$ cat config.mk
export PLATFORM = sky130hd
export DESIGN_NAME = xor_checked_frame_deframer_flat
export DESIGN_NICKNAME = d
export VERILOG_FILES = /design/src/rtl/core/xcfd_pkg.sv /design/src/rtl/core/xcfd_if.sv /design/src/rtl/core/xcfd_front.sv /design/src/rtl/core/xcfd_queue.sv /design/src/rtl/core/xcfd_back.sv /design/src/rtl/core/xor_checked_frame_deframer.sv /design/src/flat_wrapper.sv
export SDC_FILE = /design/constraint.sdc
export NUM_CORES = 1
export LEC_CHECK = 0
export BUFFER_PORTS_ARGS = -buffer_cell sky130_fd_sc_hd__clkbuf_2
export CORE_ASPECT_RATIO = 0.8
export CORE_UTILIZATION = 45
export CTS_CLUSTER_SIZE = 10
export DETAILED_ROUTE_END_ITERATION = 8
export GPL_TIMING_DRIVEN = 1
export PLACE_DENSITY = 0.71
export REMOVE_ABC_BUFFERS = 1
export SETUP_SLACK_MARGIN = 0.1
export SLEW_MARGIN = 20
export SYNTH_ARGS = -nofsm -noshare
export SYNTH_HDL_FRONTEND = slang
export SYNTH_SLANG_ARGS = --single-unit
$ cat constraint.sdc
create_clock -name clock -period 4 [get_ports clock]
set_input_delay 0.6 -clock clock [delete_from_list [all_inputs] [get_ports clock]]
set_output_delay 0.6 -clock clock [all_outputs]
set_load 0.005 [all_outputs]
$ cat src/rtl/core/xcfd_pkg.sv
package xcfd_pkg;

   localparam int MAX_PAYLOAD = 64;
   localparam int IDX_W       = $clog2(MAX_PAYLOAD);
   localparam int LEN_W       = IDX_W + 1;
   localparam int FUNC_W      = 16;
   localparam int BYTE_W      = 8;
   localparam int MEM_AW      = IDX_W + 1;   // bank bit on top of the byte index
   localparam int MEM_DEPTH   = 2 * MAX_PAYLOAD;

   localparam logic CSR_START_BYTE   = 1'b0;
   localparam logic CSR_LENGTH_LIMIT = 1'b1;

   typedef struct packed {
      logic [BYTE_W-1:0] start_byte;
      logic [LEN_W-1:0]  length_limit;
   } cfg_type;

   typedef struct packed {
      logic              en;
      logic [MEM_AW-1:0] addr;
      logic [BYTE_W-1:0] data;
   } wr_type;

   typedef struct packed {
      logic [FUNC_W-1:0] func;
      logic [LEN_W-1:0]  len;
      logic              bank;
   } desc_type;

endpackage

$ cat src/rtl/core/xcfd_if.sv
interface xcfd_req_if import xcfd_pkg::*; ();
   logic              valid;
   logic              ready;
   logic [BYTE_W-1:0] rx_byte;

   modport source (output valid, output rx_byte, input ready);
   modport sink   (input valid, input rx_byte, output ready);
endinterface

interface xcfd_rsp_if import xcfd_pkg::*; ();
   logic              valid;
   logic              ready;
   logic [FUNC_W-1:0] function_code;
   logic [LEN_W-1:0]  payload_length;
   logic              has_payload;
   logic [IDX_W-1:0]  byte_index;
   logic [BYTE_W-1:0] payload_byte;
   logic              last;

   modport source (output valid, output function_code, output payload_length,
                   output has_payload, output byte_index, output payload_byte,
                   output last, input ready);
   modport sink   (input valid, input function_code, input payload_length,
                   input has_payload, input byte_index, input payload_byte,
                   input last, output ready);
endinterface

$ cat src/rtl/core/xcfd_front.sv
module xcfd_front import xcfd_pkg::*; (
   input  logic       clock,
   input  logic       reset,
   xcfd_req_if.sink   req,
   input  cfg_type    cfg,
   input  logic       q_full,
   output wr_type     wr,
   output logic       push,
   output desc_type   desc
);

   typedef enum logic [2:0] {
      PH_WAIT, PH_FMSB, PH_FLSB, PH_LMSB, PH_LLSB, PH_DATA, PH_CHK
   } phase_type;

   phase_type         phase_ff, phase_in;
   logic [FUNC_W-1:0] func_ff, func_in;
   logic [BYTE_W-1:0] len_hi_ff, len_hi_in;
   logic [LEN_W-1:0]  len_ff, len_in;
   logic [LEN_W-1:0]  count_ff, count_in;
   logic [BYTE_W-1:0] check_ff, check_in;
   logic              bank_ff, bank_in;

   logic              accept;
   logic [BYTE_W-1:0] c;
   logic [LEN_W-1:0]  eff_lim;
   logic [15:0]       full_len;
   logic [LEN_W-1:0]  count_inc;

   // both buffer banks held by verified frames: hold off the sender
   assign req.ready = !q_full;
   assign accept    = req.valid && req.ready;
   assign c         = req.rx_byte;
   assign eff_lim   = (cfg.length_limit > LEN_W'(MAX_PAYLOAD)) ? LEN_W'(MAX_PAYLOAD)
                                                              : cfg.length_limit;
   assign full_len  = {len_hi_ff, c};
   assign count_inc = count_ff + LEN_W'(1);

   always_comb begin
      phase_in  = phase_ff;
      func_in   = func_ff;
      len_hi_in = len_hi_ff;
      len_in    = len_ff;
      count_in  = count_ff;
      check_in  = check_ff;
      bank_in   = bank_ff;
      wr.en     = 1'b0;
      wr.addr   = {bank_ff, count_ff[IDX_W-1:0]};
      wr.data   = c;
      push      = 1'b0;
      desc      = '{func: func_ff, len: len_ff, bank: bank_ff};
      if (accept) begin
         unique case (phase_ff)
            PH_FMSB: begin
               func_in  = {c, 8'h00};
               check_in = check_ff ^ c;
               phase_in = PH_FLSB;
            end
            PH_FLSB: begin
               func_in  = {func_ff[FUNC_W-1:8], c};
               check_in = check_ff ^ c;
               phase_in = PH_LMSB;
            end
            PH_LMSB: begin
               len_hi_in = c;
               check_in  = check_ff ^ c;
               phase_in  = PH_LLSB;
            end
            PH_LLSB: begin
               check_in = check_ff ^ c;
               count_in = '0;
               len_in   = full_len[LEN_W-1:0];
               if (full_len > {{(16-LEN_W){1'b0}}, eff_lim}) begin
                  phase_in = PH_WAIT;
               end else if (full_len == 16'h0000) begin
                  phase_in = PH_CHK;
               end else begin
                  phase_in = PH_DATA;
               end
            end
            PH_DATA: begin
               wr.en    = 1'b1;
               count_in = count_inc;
               check_in = check_ff ^ c;
               if (count_inc >= len_ff) begin
                  phase_in = PH_CHK;
               end
            end
            PH_CHK: begin
               phase_in = PH_WAIT;
               if (c == check_ff) begin
                  push    = 1'b1;
                  bank_in = ~bank_ff;
               end
            end
            default: begin
               phase_in = PH_WAIT;
               if (c == cfg.start_byte) begin
                  func_in  = '0;
                  count_in = '0;
                  check_in = c;
                  phase_in = PH_FMSB;
               end
            end
         endcase
      end
   end

   always_ff @(posedge clock) begin
      if (reset) begin
         phase_ff <= PH_WAIT;
         func_ff  <= '0;
         len_ff   <= '0;
         count_ff <= '0;
         check_ff <= '0;
         bank_ff  <= 1'b0;
      end else begin
         phase_ff <= phase_in;
         func_ff  <= func_in;
         len_ff   <= len_in;
         count_ff <= count_in;
         check_ff <= check_in;
         bank_ff  <= bank_in;
      end
   end

   always_ff @(posedge clock) begin
      len_hi_ff <= len_hi_in;
   end

endmodule

$ cat src/rtl/core/xcfd_queue.sv
module xcfd_queue import xcfd_pkg::*; (
   input  logic     clock,
   input  logic     reset,
   input  logic     push,
   input  desc_type push_desc,
   input  logic     pop,
   output desc_type head,
   output logic     head_valid,
   output logic     full
);

   desc_type   entry_ff [2];
   logic       wr_ptr_ff, wr_ptr_in;
   logic       rd_ptr_ff, rd_ptr_in;
   logic [1:0] cnt_ff, cnt_in;

   assign head       = entry_ff[rd_ptr_ff];
   assign head_valid = (cnt_ff != 2'd0);
   assign full       = (cnt_ff == 2'd2);

   always_comb begin
      wr_ptr_in = push ? ~wr_ptr_ff : wr_ptr_ff;
      rd_ptr_in = pop  ? ~rd_ptr_ff : rd_ptr_ff;
      cnt_in    = cnt_ff + {1'b0, push} - {1'b0, pop};
   end

   always_ff @(posedge clock) begin
      if (reset) begin
         wr_ptr_ff <= 1'b0;
         rd_ptr_ff <= 1'b0;
         cnt_ff    <= 2'd0;
      end else begin
         wr_ptr_ff <= wr_ptr_in;
         rd_ptr_ff <= rd_ptr_in;
         cnt_ff    <= cnt_in;
      end
   end

   always_ff @(posedge clock) begin
      if (push) begin
         entry_ff[wr_ptr_ff] <= push_desc;
      end
   end

endmodule

$ cat src/rtl/core/xcfd_back.sv
module xcfd_back import xcfd_pkg::*; (
   input  logic       clock,
   input  logic       reset,
   input  wr_type     wr,
   input  desc_type   head,
   input  logic       head_valid,
   output logic       pop,
   xcfd_rsp_if.source rsp
);

   typedef enum logic {B_IDLE, B_SHOW} bstate_type;

   bstate_type        state_ff, state_in;
   logic [IDX_W-1:0]  k_ff, k_in;
   logic [BYTE_W-1:0] mem_ff [MEM_DEPTH];
   logic [BYTE_W-1:0] rd_data_ff;
   logic              rd_en;
   logic [MEM_AW-1:0] rd_addr;

   logic              rsp_valid_ff, rsp_valid_in;
   logic [FUNC_W-1:0] func_ff, func_in;
   logic [LEN_W-1:0]  len_ff, len_in;
   logic              has_ff, has_in;
   logic [IDX_W-1:0]  idx_ff, idx_in;
   logic [BYTE_W-1:0] byte_ff, byte_in;
   logic              last_ff, last_in;

   logic              out_free;
   logic              has_pl;
   logic              is_last;

   assign out_free = !rsp_valid_ff || rsp.ready;
   assign has_pl   = (head.len != '0);
   assign is_last  = !has_pl || (({1'b0, k_ff} + LEN_W'(1)) == head.len);

   always_comb begin
      state_in     = state_ff;
      k_in         = k_ff;
      rd_en        = 1'b0;
      rd_addr      = {head.bank, k_ff + IDX_W'(1)};
      pop          = 1'b0;
      rsp_valid_in = rsp_valid_ff && !rsp.ready;
      func_in      = func_ff;
      len_in       = len_ff;
      has_in       = has_ff;
      idx_in       = idx_ff;
      byte_in      = byte_ff;
      last_in      = last_ff;
      unique case (state_ff)
         B_IDLE: begin
            if (head_valid) begin
               k_in     = '0;
               state_in = B_SHOW;
               rd_en    = has_pl;
               rd_addr  = {head.bank, {IDX_W{1'b0}}};
            end
         end
         B_SHOW: begin
            if (out_free) begin
               rsp_valid_in = 1'b1;
               func_in      = head.func;
               len_in       = head.len;
               has_in       = has_pl;
               idx_in       = has_pl ? k_ff : '0;
               byte_in      = has_pl ? rd_data_ff : '0;
               last_in      = is_last;
               if (is_last) begin
                  pop      = 1'b1;
                  state_in = B_IDLE;
               end else begin
                  k_in  = k_ff + IDX_W'(1);
                  rd_en = 1'b1;
               end
            end
         end
         default: state_in = B_IDLE;
      endcase
   end

   always_ff @(posedge clock) begin
      if (reset) begin
         state_ff     <= B_IDLE;
         k_ff         <= '0;
         rsp_valid_ff <= 1'b0;
      end else begin
         state_ff     <= state_in;
         k_ff         <= k_in;
         rsp_valid_ff <= rsp_valid_in;
      end
   end

   always_ff @(posedge clock) begin
      func_ff <= func_in;
      len_ff  <= len_in;
      has_ff  <= has_in;
      idx_ff  <= idx_in;
      byte_ff <= byte_in;
      last_ff <= last_in;
   end

   // two banks: one filling from the front while the other drains
   always_ff @(posedge clock) begin
      if (wr.en) begin
         mem_ff[wr.addr] <= wr.data;
      end
      if (rd_en) begin
         rd_data_ff <= mem_ff[rd_addr];
      end
   end

   assign rsp.valid          = rsp_valid_ff;
   assign rsp.function_code  = func_ff;
   assign rsp.payload_length = len_ff;
   assign rsp.has_payload    = has_ff;
   assign rsp.byte_index     = idx_ff;
   assign rsp.payload_byte   = byte_ff;
   assign rsp.last           = last_ff;

endmodule

$ cat src/rtl/core/xor_checked_frame_deframer.sv
// Frame deframer with XOR checksum.
// req_if carries received bytes, one per transaction. A frame is the start
// byte, a 16-bit function code and a 16-bit length (high byte first), the
// payload and a checksum byte equal to the XOR of all bytes before it.
// rsp_if gives one transaction per payload byte of a verified frame, or a
// single transaction with has_payload low for an empty frame; last marks the
// final one. Bad checksums and over-limit lengths are dropped silently.
// csr_we/csr_index/csr_wdata write start_byte (index 0) and length_limit
// (index 1); write only while the block is idle.
// Input: one byte per cycle. The payload buffer has two banks, so the next
// frame is received while the previous one drains; req_if.ready drops only
// when two verified frames are still waiting to drain.
// Output: after the checksum byte come the queue, buffer read and output
// registers; then one result per cycle, set by the single buffer read port.
// A stalled receiver holds the output register and backs up into the queue.
// Reset (synchronous) returns to waiting for a start byte, empties the queue
// and restores start_byte 0xFE and length_limit 64.
module xor_checked_frame_deframer import xcfd_pkg::*; (
   input  logic              clock,
   input  logic              reset,
   xcfd_req_if.sink          req_if,
   xcfd_rsp_if.source        rsp_if,
   input  logic              csr_we,
   input  logic [0:0]        csr_index,
   input  logic [BYTE_W-1:0] csr_wdata
);

   cfg_type  cfg_ff;
   wr_type   wr;
   logic     push;
   desc_type push_desc;
   desc_type head;
   logic     head_valid;
   logic     q_full;
   logic     pop;

   always_ff @(posedge clock) begin
      if (reset) begin
         cfg_ff.start_byte   <= 8'hFE;
         cfg_ff.length_limit <= LEN_W'(MAX_PAYLOAD);
      end else if (csr_we) begin
         unique case (csr_index)
            CSR_START_BYTE:   cfg_ff.start_byte   <= csr_wdata;
            CSR_LENGTH_LIMIT: cfg_ff.length_limit <= csr_wdata[LEN_W-1:0];
            default: ;
         endcase
      end
   end

   xcfd_front u_front (
      .clock  (clock),
      .reset  (reset),
      .req    (req_if),
      .cfg    (cfg_ff),
      .q_full (q_full),
      .wr     (wr),
      .push   (push),
      .desc   (push_desc)
   );

   xcfd_queue u_queue (
      .clock      (clock),
      .reset      (reset),
      .push       (push),
      .push_desc  (push_desc),
      .pop        (pop),
      .head       (head),
      .head_valid (head_valid),
      .full       (q_full)
   );

   xcfd_back u_back (
      .clock      (clock),
      .reset      (reset),
      .wr         (wr),
      .head       (head),
      .head_valid (head_valid),
      .pop        (pop),
      .rsp        (rsp_if)
   );

   // the front never fills a bank that a waiting frame still owns
   a_bank_free: assert property (@(posedge clock) disable iff (reset)
      (wr.en && head_valid) |-> (wr.addr[MEM_AW-1] != head.bank))
      else $error("payload write into a bank still queued for readout");

   a_empty_frame: assert property (@(posedge clock) disable iff (reset)
      (rsp_if.valid && !rsp_if.has_payload) |->
         (rsp_if.last && rsp_if.byte_index == '0 && rsp_if.payload_length == '0))
      else $error("empty-frame result malformed");

   a_index_range: assert property (@(posedge clock) disable iff (reset)
      (rsp_if.valid && rsp_if.has_payload) |->
         ({1'b0, rsp_if.byte_index} < rsp_if.payload_length))
      else $error("byte index beyond payload length");

   a_no_push_full: assert property (@(posedge clock) disable iff (reset)
      (push && q_full) |-> pop)
      else $error("frame descriptor pushed into full queue");

endmodule

$ cat src/flat_wrapper.sv
// flat-port wrapper written by rule: the top's interface ports become plain ports
module xor_checked_frame_deframer_flat import xcfd_pkg::*;
  (clock, reset, csr_we, csr_index, csr_wdata, req_if_valid, req_if_rx_byte, req_if_ready, rsp_if_valid, rsp_if_function_code, rsp_if_payload_length, rsp_if_has_payload, rsp_if_byte_index, rsp_if_payload_byte, rsp_if_last, rsp_if_ready);
  xcfd_req_if req_if_i ();
  xcfd_rsp_if rsp_if_i ();
  input  logic clock;
  input  logic reset;
  input  logic csr_we;
  input  logic [0:0] csr_index;
  input  logic [BYTE_W-1:0] csr_wdata;
  input wire logic [$bits(req_if_i.valid)-1:0] req_if_valid;
  input wire logic [$bits(req_if_i.rx_byte)-1:0] req_if_rx_byte;
  output wire logic [$bits(req_if_i.ready)-1:0] req_if_ready;
  output wire logic [$bits(rsp_if_i.valid)-1:0] rsp_if_valid;
  output wire logic [$bits(rsp_if_i.function_code)-1:0] rsp_if_function_code;
  output wire logic [$bits(rsp_if_i.payload_length)-1:0] rsp_if_payload_length;
  output wire logic [$bits(rsp_if_i.has_payload)-1:0] rsp_if_has_payload;
  output wire logic [$bits(rsp_if_i.byte_index)-1:0] rsp_if_byte_index;
  output wire logic [$bits(rsp_if_i.payload_byte)-1:0] rsp_if_payload_byte;
  output wire logic [$bits(rsp_if_i.last)-1:0] rsp_if_last;
  input wire logic [$bits(rsp_if_i.ready)-1:0] rsp_if_ready;
  assign req_if_i.valid = req_if_valid;
  assign req_if_i.rx_byte = req_if_rx_byte;
  assign req_if_ready = req_if_i.ready;
  assign rsp_if_valid = rsp_if_i.valid;
  assign rsp_if_function_code = rsp_if_i.function_code;
  assign rsp_if_payload_length = rsp_if_i.payload_length;
  assign rsp_if_has_payload = rsp_if_i.has_payload;
  assign rsp_if_byte_index = rsp_if_i.byte_index;
  assign rsp_if_payload_byte = rsp_if_i.payload_byte;
  assign rsp_if_last = rsp_if_i.last;
  assign rsp_if_i.ready = rsp_if_ready;
  xor_checked_frame_deframer u_core (.clock(clock), .reset(reset), .req_if(req_if_i), .rsp_if(rsp_if_i), .csr_we(csr_we), .csr_index(csr_index), .csr_wdata(csr_wdata));
endmodule
==> key figures <==
Status
  – Status: completed

Global route
  – Total gr overflow: 0
  – First-pass GRT wire length: roughly 190000 um
  – Initial antenna violation count: 3
  – Met3 usage: 0.0766
  – Grt met2 use: 0.340
  – Number of global-route vias before repair: just under 30k
  – Total global-route track usage: 0.242
  – GR peak layer: met1
  – Met1 global-route usage: 0.356
  – Largest net degree at the start of global routing: between 100 and 150

Worst setup path
  – Crit. path cell count: 9
  – Crit Path Class: register to register
  – Worst Setup End Kind: register
  – Slowest-stage cell, CP: nor4_1
  – Critical path buffers and inverters: 1
  – Crit-path most repeated cell: a21oi_1
  – Req. time, crit path: approximately 4400 ps
  – Crit-path leading delay family: simple AND/OR/NAND/NOR gates
  – Worst Path Max Fanout: 21
  – Critical Path AT: 4250 ps
  – Worst r2r path cells: 9
  – CP peak stage delay: 1030 ps
  – Crit start category: register
  – CP Cell Sequence: ha_2, xnor2_2, nor2_4, buf_4, a21oi_1, o21ai_0, a21oi_1, nor4_1, a211oi_1

Clocking
  – # clock sinks: 1197
  – H-tree depth: 4
  – Clk buf depth: 3
  – Num CTS Buffers: ~140
  – Clock Pin Slew Worst Setup and Hold Paths: 60 ps
  – Clk_lat worst skew: between 700 and 800 ps
  – Clock root buffer: clkbuf_16
  – CTS tree: built

Timing
  – Layout Skew: roughly 23 ps
  – Pins Over Slew Limit: 0
  – Slew HR: 0.168
  – WHS: 75.7 ps
  – Tmin final: about 3800 ps
  – Hold Fails Final Rpt: 0
  – Fmax: approximately 260 MHz
  – Worst-Margin Slew: between 1000 and 1500 ps
  – Tcrit/Tclk final: 0.954
  – # setup viols final: 0
  – RSZ-0062 raised after global routing: false
  – Setup ws final: about 180 ps

Floorplan
  – Row Count: 107
  – Ports: 63
  – Chip Width: ~370 um
  – Initial core utilization: 0.454
  – Core Box Area: between 100000 and 150000 sq um
  – Die height: roughly 300 um
  – Die area: approximately 110000 sq um

Route
  – Routed WL: between 100000 and 150000 um
  – Vias: ~30k
  – DRC Markers: 0
  – Starting DRT DRC Count: 5097
  – Vias per cell: between 6 and 7
  – DRT antenna net count: 0
  – Avg WL per Cell: around 27 um
  – TritonRoute pass-1 iters: 7

Logic synthesis
  – Post-synth top area cell: edfxtp_1
  – Mapped cell area: 48400 sq um
  – Syn avg cell area: 14.4 sq um
  – Post-synth top area share: 0.699
  – Synth Warn #: 0
  – Syn Inst Count: between 3k and 4k
  – Synth top area cells: edfxtp_1 (70%), mux2i_1 (3.3%), dfxtp_1 (2.9%)
  – Post-synthesis sequential area ratio: 0.728
  – Synth Flop Type: edfxtp_1
  – Post-synthesis async set-or-reset flop share: 0
  – Post-synthesis cell type count: 75
  – Seq cells post-synth: 1197
  – Post-synth EDFFs: between 1k and 1.5k

Cells and area
  – Share of layout cells above drive strength 1: 0.131
  – # diodes: 0
  – Area Growth Syn to Fin: 13.0%
  – Final cell count without fillers: ~4.9k
  – Post-layout util: 0.513
  – Final net count: about 3.5k

Placement
  – Pre-CTS setup slack: 343 ps
  – Gpl congestion: a little under 0.9
  – Number of I/O port buffers: 62
  – Final HPWL from detailed placement: approximately 82000 um
  – Placed instance count: 4739

Worst hold path
  – Min-Delay Path Depth: 3
  – HP Class: primary input to register

Pwr
  – LEAKAGE: 17.2 nW
  – Pwr dens: 499 nW/um^2
  – Peak VDD IR: 0.421 mV

Flow run
  – Number of max-cap violations: 0
synth_stat cells, types with 7 or more instances:
cell       instances
a211oi_1          39
a21o_1            16
a21oi_1          190
a221oi_1          10
a22o_1            11
a22oi_1           63
a2bb2oi_1         13
a31oi_1           34
a32oi_1           13
and2_1             7
and3_1            26
buf_1             22
buf_2             89
buf_4              7
clkbuf_1         114
dfxtp_1           70
edfxtp_1        1127
ha_1              18
inv_1             45
mux2_2            68
mux2i_1          160
nand2_1          241
nand2b_1          13
nand3_1           72
nand4_1           18
nor2_1           238
nor2b_1           45
nor3_1            45
nor4_1            21
o211ai_1          41
o21ai_0          184
o221ai_1          30
o22ai_1           96
o2bb2ai_1         10
o311ai_0          10
or3_1             22
xnor2_1           29
per-layer routing:
metal,part of all wire,vias to the layer above,wire [um]
met5,0.000097,-,13
met1,0.40,15198,53800
met4,0.030,2,4000
met2,0.42,2158,56300
li1,-,13208,-
met3,0.14,295,19300
metrics by stage:
stage	setup TNS (ps)	instance area [sq um]	total power, mW
after floorplan	-335080	47400	15.4
after global placement	0	50800	16.2
after detailed placement	0	50800	16.2
after CTS	0	54700	27.3
after global routing	0	54700	27.9
final	0	54700	27.3
worst paths after layout:
path | startpoint | end | slack (ps)
worst max-delay path | u_core.u_back.k_ff[1]$_SDFFE_PP0P_ | u_core.u_back.rd_data_ff[0]$_DFFE_PP_ | 180
worst min-delay path | csr_wdata[7] | u_core.cfg_ff[14]$_SDFFE_PP1P_ | 80
worst max register to register | u_core.u_back.k_ff[1]$_SDFFE_PP0P_ | u_core.u_back.rd_data_ff[0]$_DFFE_PP_ | 180
worst min register to register | u_core.cfg_ff[0]$_SDFFE_PP0P_ | u_core.cfg_ff[0]$_SDFFE_PP0P_ | 460
cell type report:
| class | instances | area, sq um |
|---|---|---|
| clock inverter | 15 | 248 |
| inverter | 45 | 171 |
| timing repair buffer | 197 | 1570 |
| tap | 1417 | 1770 |
| fill | 8689 | 51900 |
| sequential | 1197 | 35200 |
| multi-input combinational | 1883 | 12000 |
| clock buffer | 170 | 3640 |
power breakdown:
group	total (mW)	internal (mW)	leakage, nW	switching (mW)
clock	11.3	6.49	1.89	4.77
sequential	13.8	13.8	10.7	0.0400
combinational	2.24	0.725	4.65	1.51
total	27.3	21.0	17.2	6.32
cells in the final DEF, fill, tap and decap left out, drive strengths merged, types with 10 or more instances in the layout:
cell,count
o211ai,41
dfxtp,70
a32oi,13
a31oi,34
a211oi,39
o21ai,185
nor4,22
and3,26
nand2,241
clkbuf,224
buf,143
a2bb2oi,13
o311ai,10
nor2b,45
inv,51
a221oi,10
o2bb2ai,10
nor2,239
edfxtp,1127
xnor2,29
a21oi,192
a22oi,63
mux2,68
nand4,19
o221ai,30
nor3,45
nand2b,13
mux2i,160
a21o,16
nand3,72
o22ai,96
or3,22
ha,18
a22o,11
state kept, by name, summed over array words and instances (netlist names), 8 cells and up, named ones only:
signal                           cells
u_core.u_back.rsp.payload_byte       8
u_core.u_front.check_ff              8
u_core.u_back.rsp.function_code     16
u_core.u_front.len_hi_ff             8
u_core.u_back.rd_data_ff             8
u_core.u_queue.entry_ff             48
u_core.u_back.mem_ff              1024
u_core.cfg_ff                       15
u_core.u_front.func_ff              16
kinds of logic (layout without fill, tap and decap cells):
logic type | count (synthesis) | count (layout) | synth area share
AO/OA/AOI/OAI | 826 | 826 | 0.110
XOR/XNOR | 38 | 38 | 0.00809
adder cells (fa/ha/maj) | 18 | 18 | 0.00465
buffers and inverters | 279 | 427 | 0.0248
flip-flops | 1197 | 1197 | 0.728
multiplexers | 234 | 234 | 0.0517
AND/OR/NAND/NOR | 767 | 767 | 0.0723
worst register-to-register path: stages, from the launching register on:
cell and delay, ps:
dfxtp_1 450, ha_2 390, xnor2_2 160, nor2_4 590, buf_4 420, a21oi_1 70, o21ai_0 90, a21oi_1 110
nor4_1 1030, a211oi_1 190
what timing repair did:
item / in CTS / in global routing
hold buffers: 0 / 0
gates resized for setup: 0 / 1
buffers inserted: 0 / 0
setup endpoints to repair: 0 / 1
(Power assumes the default switching activity.)
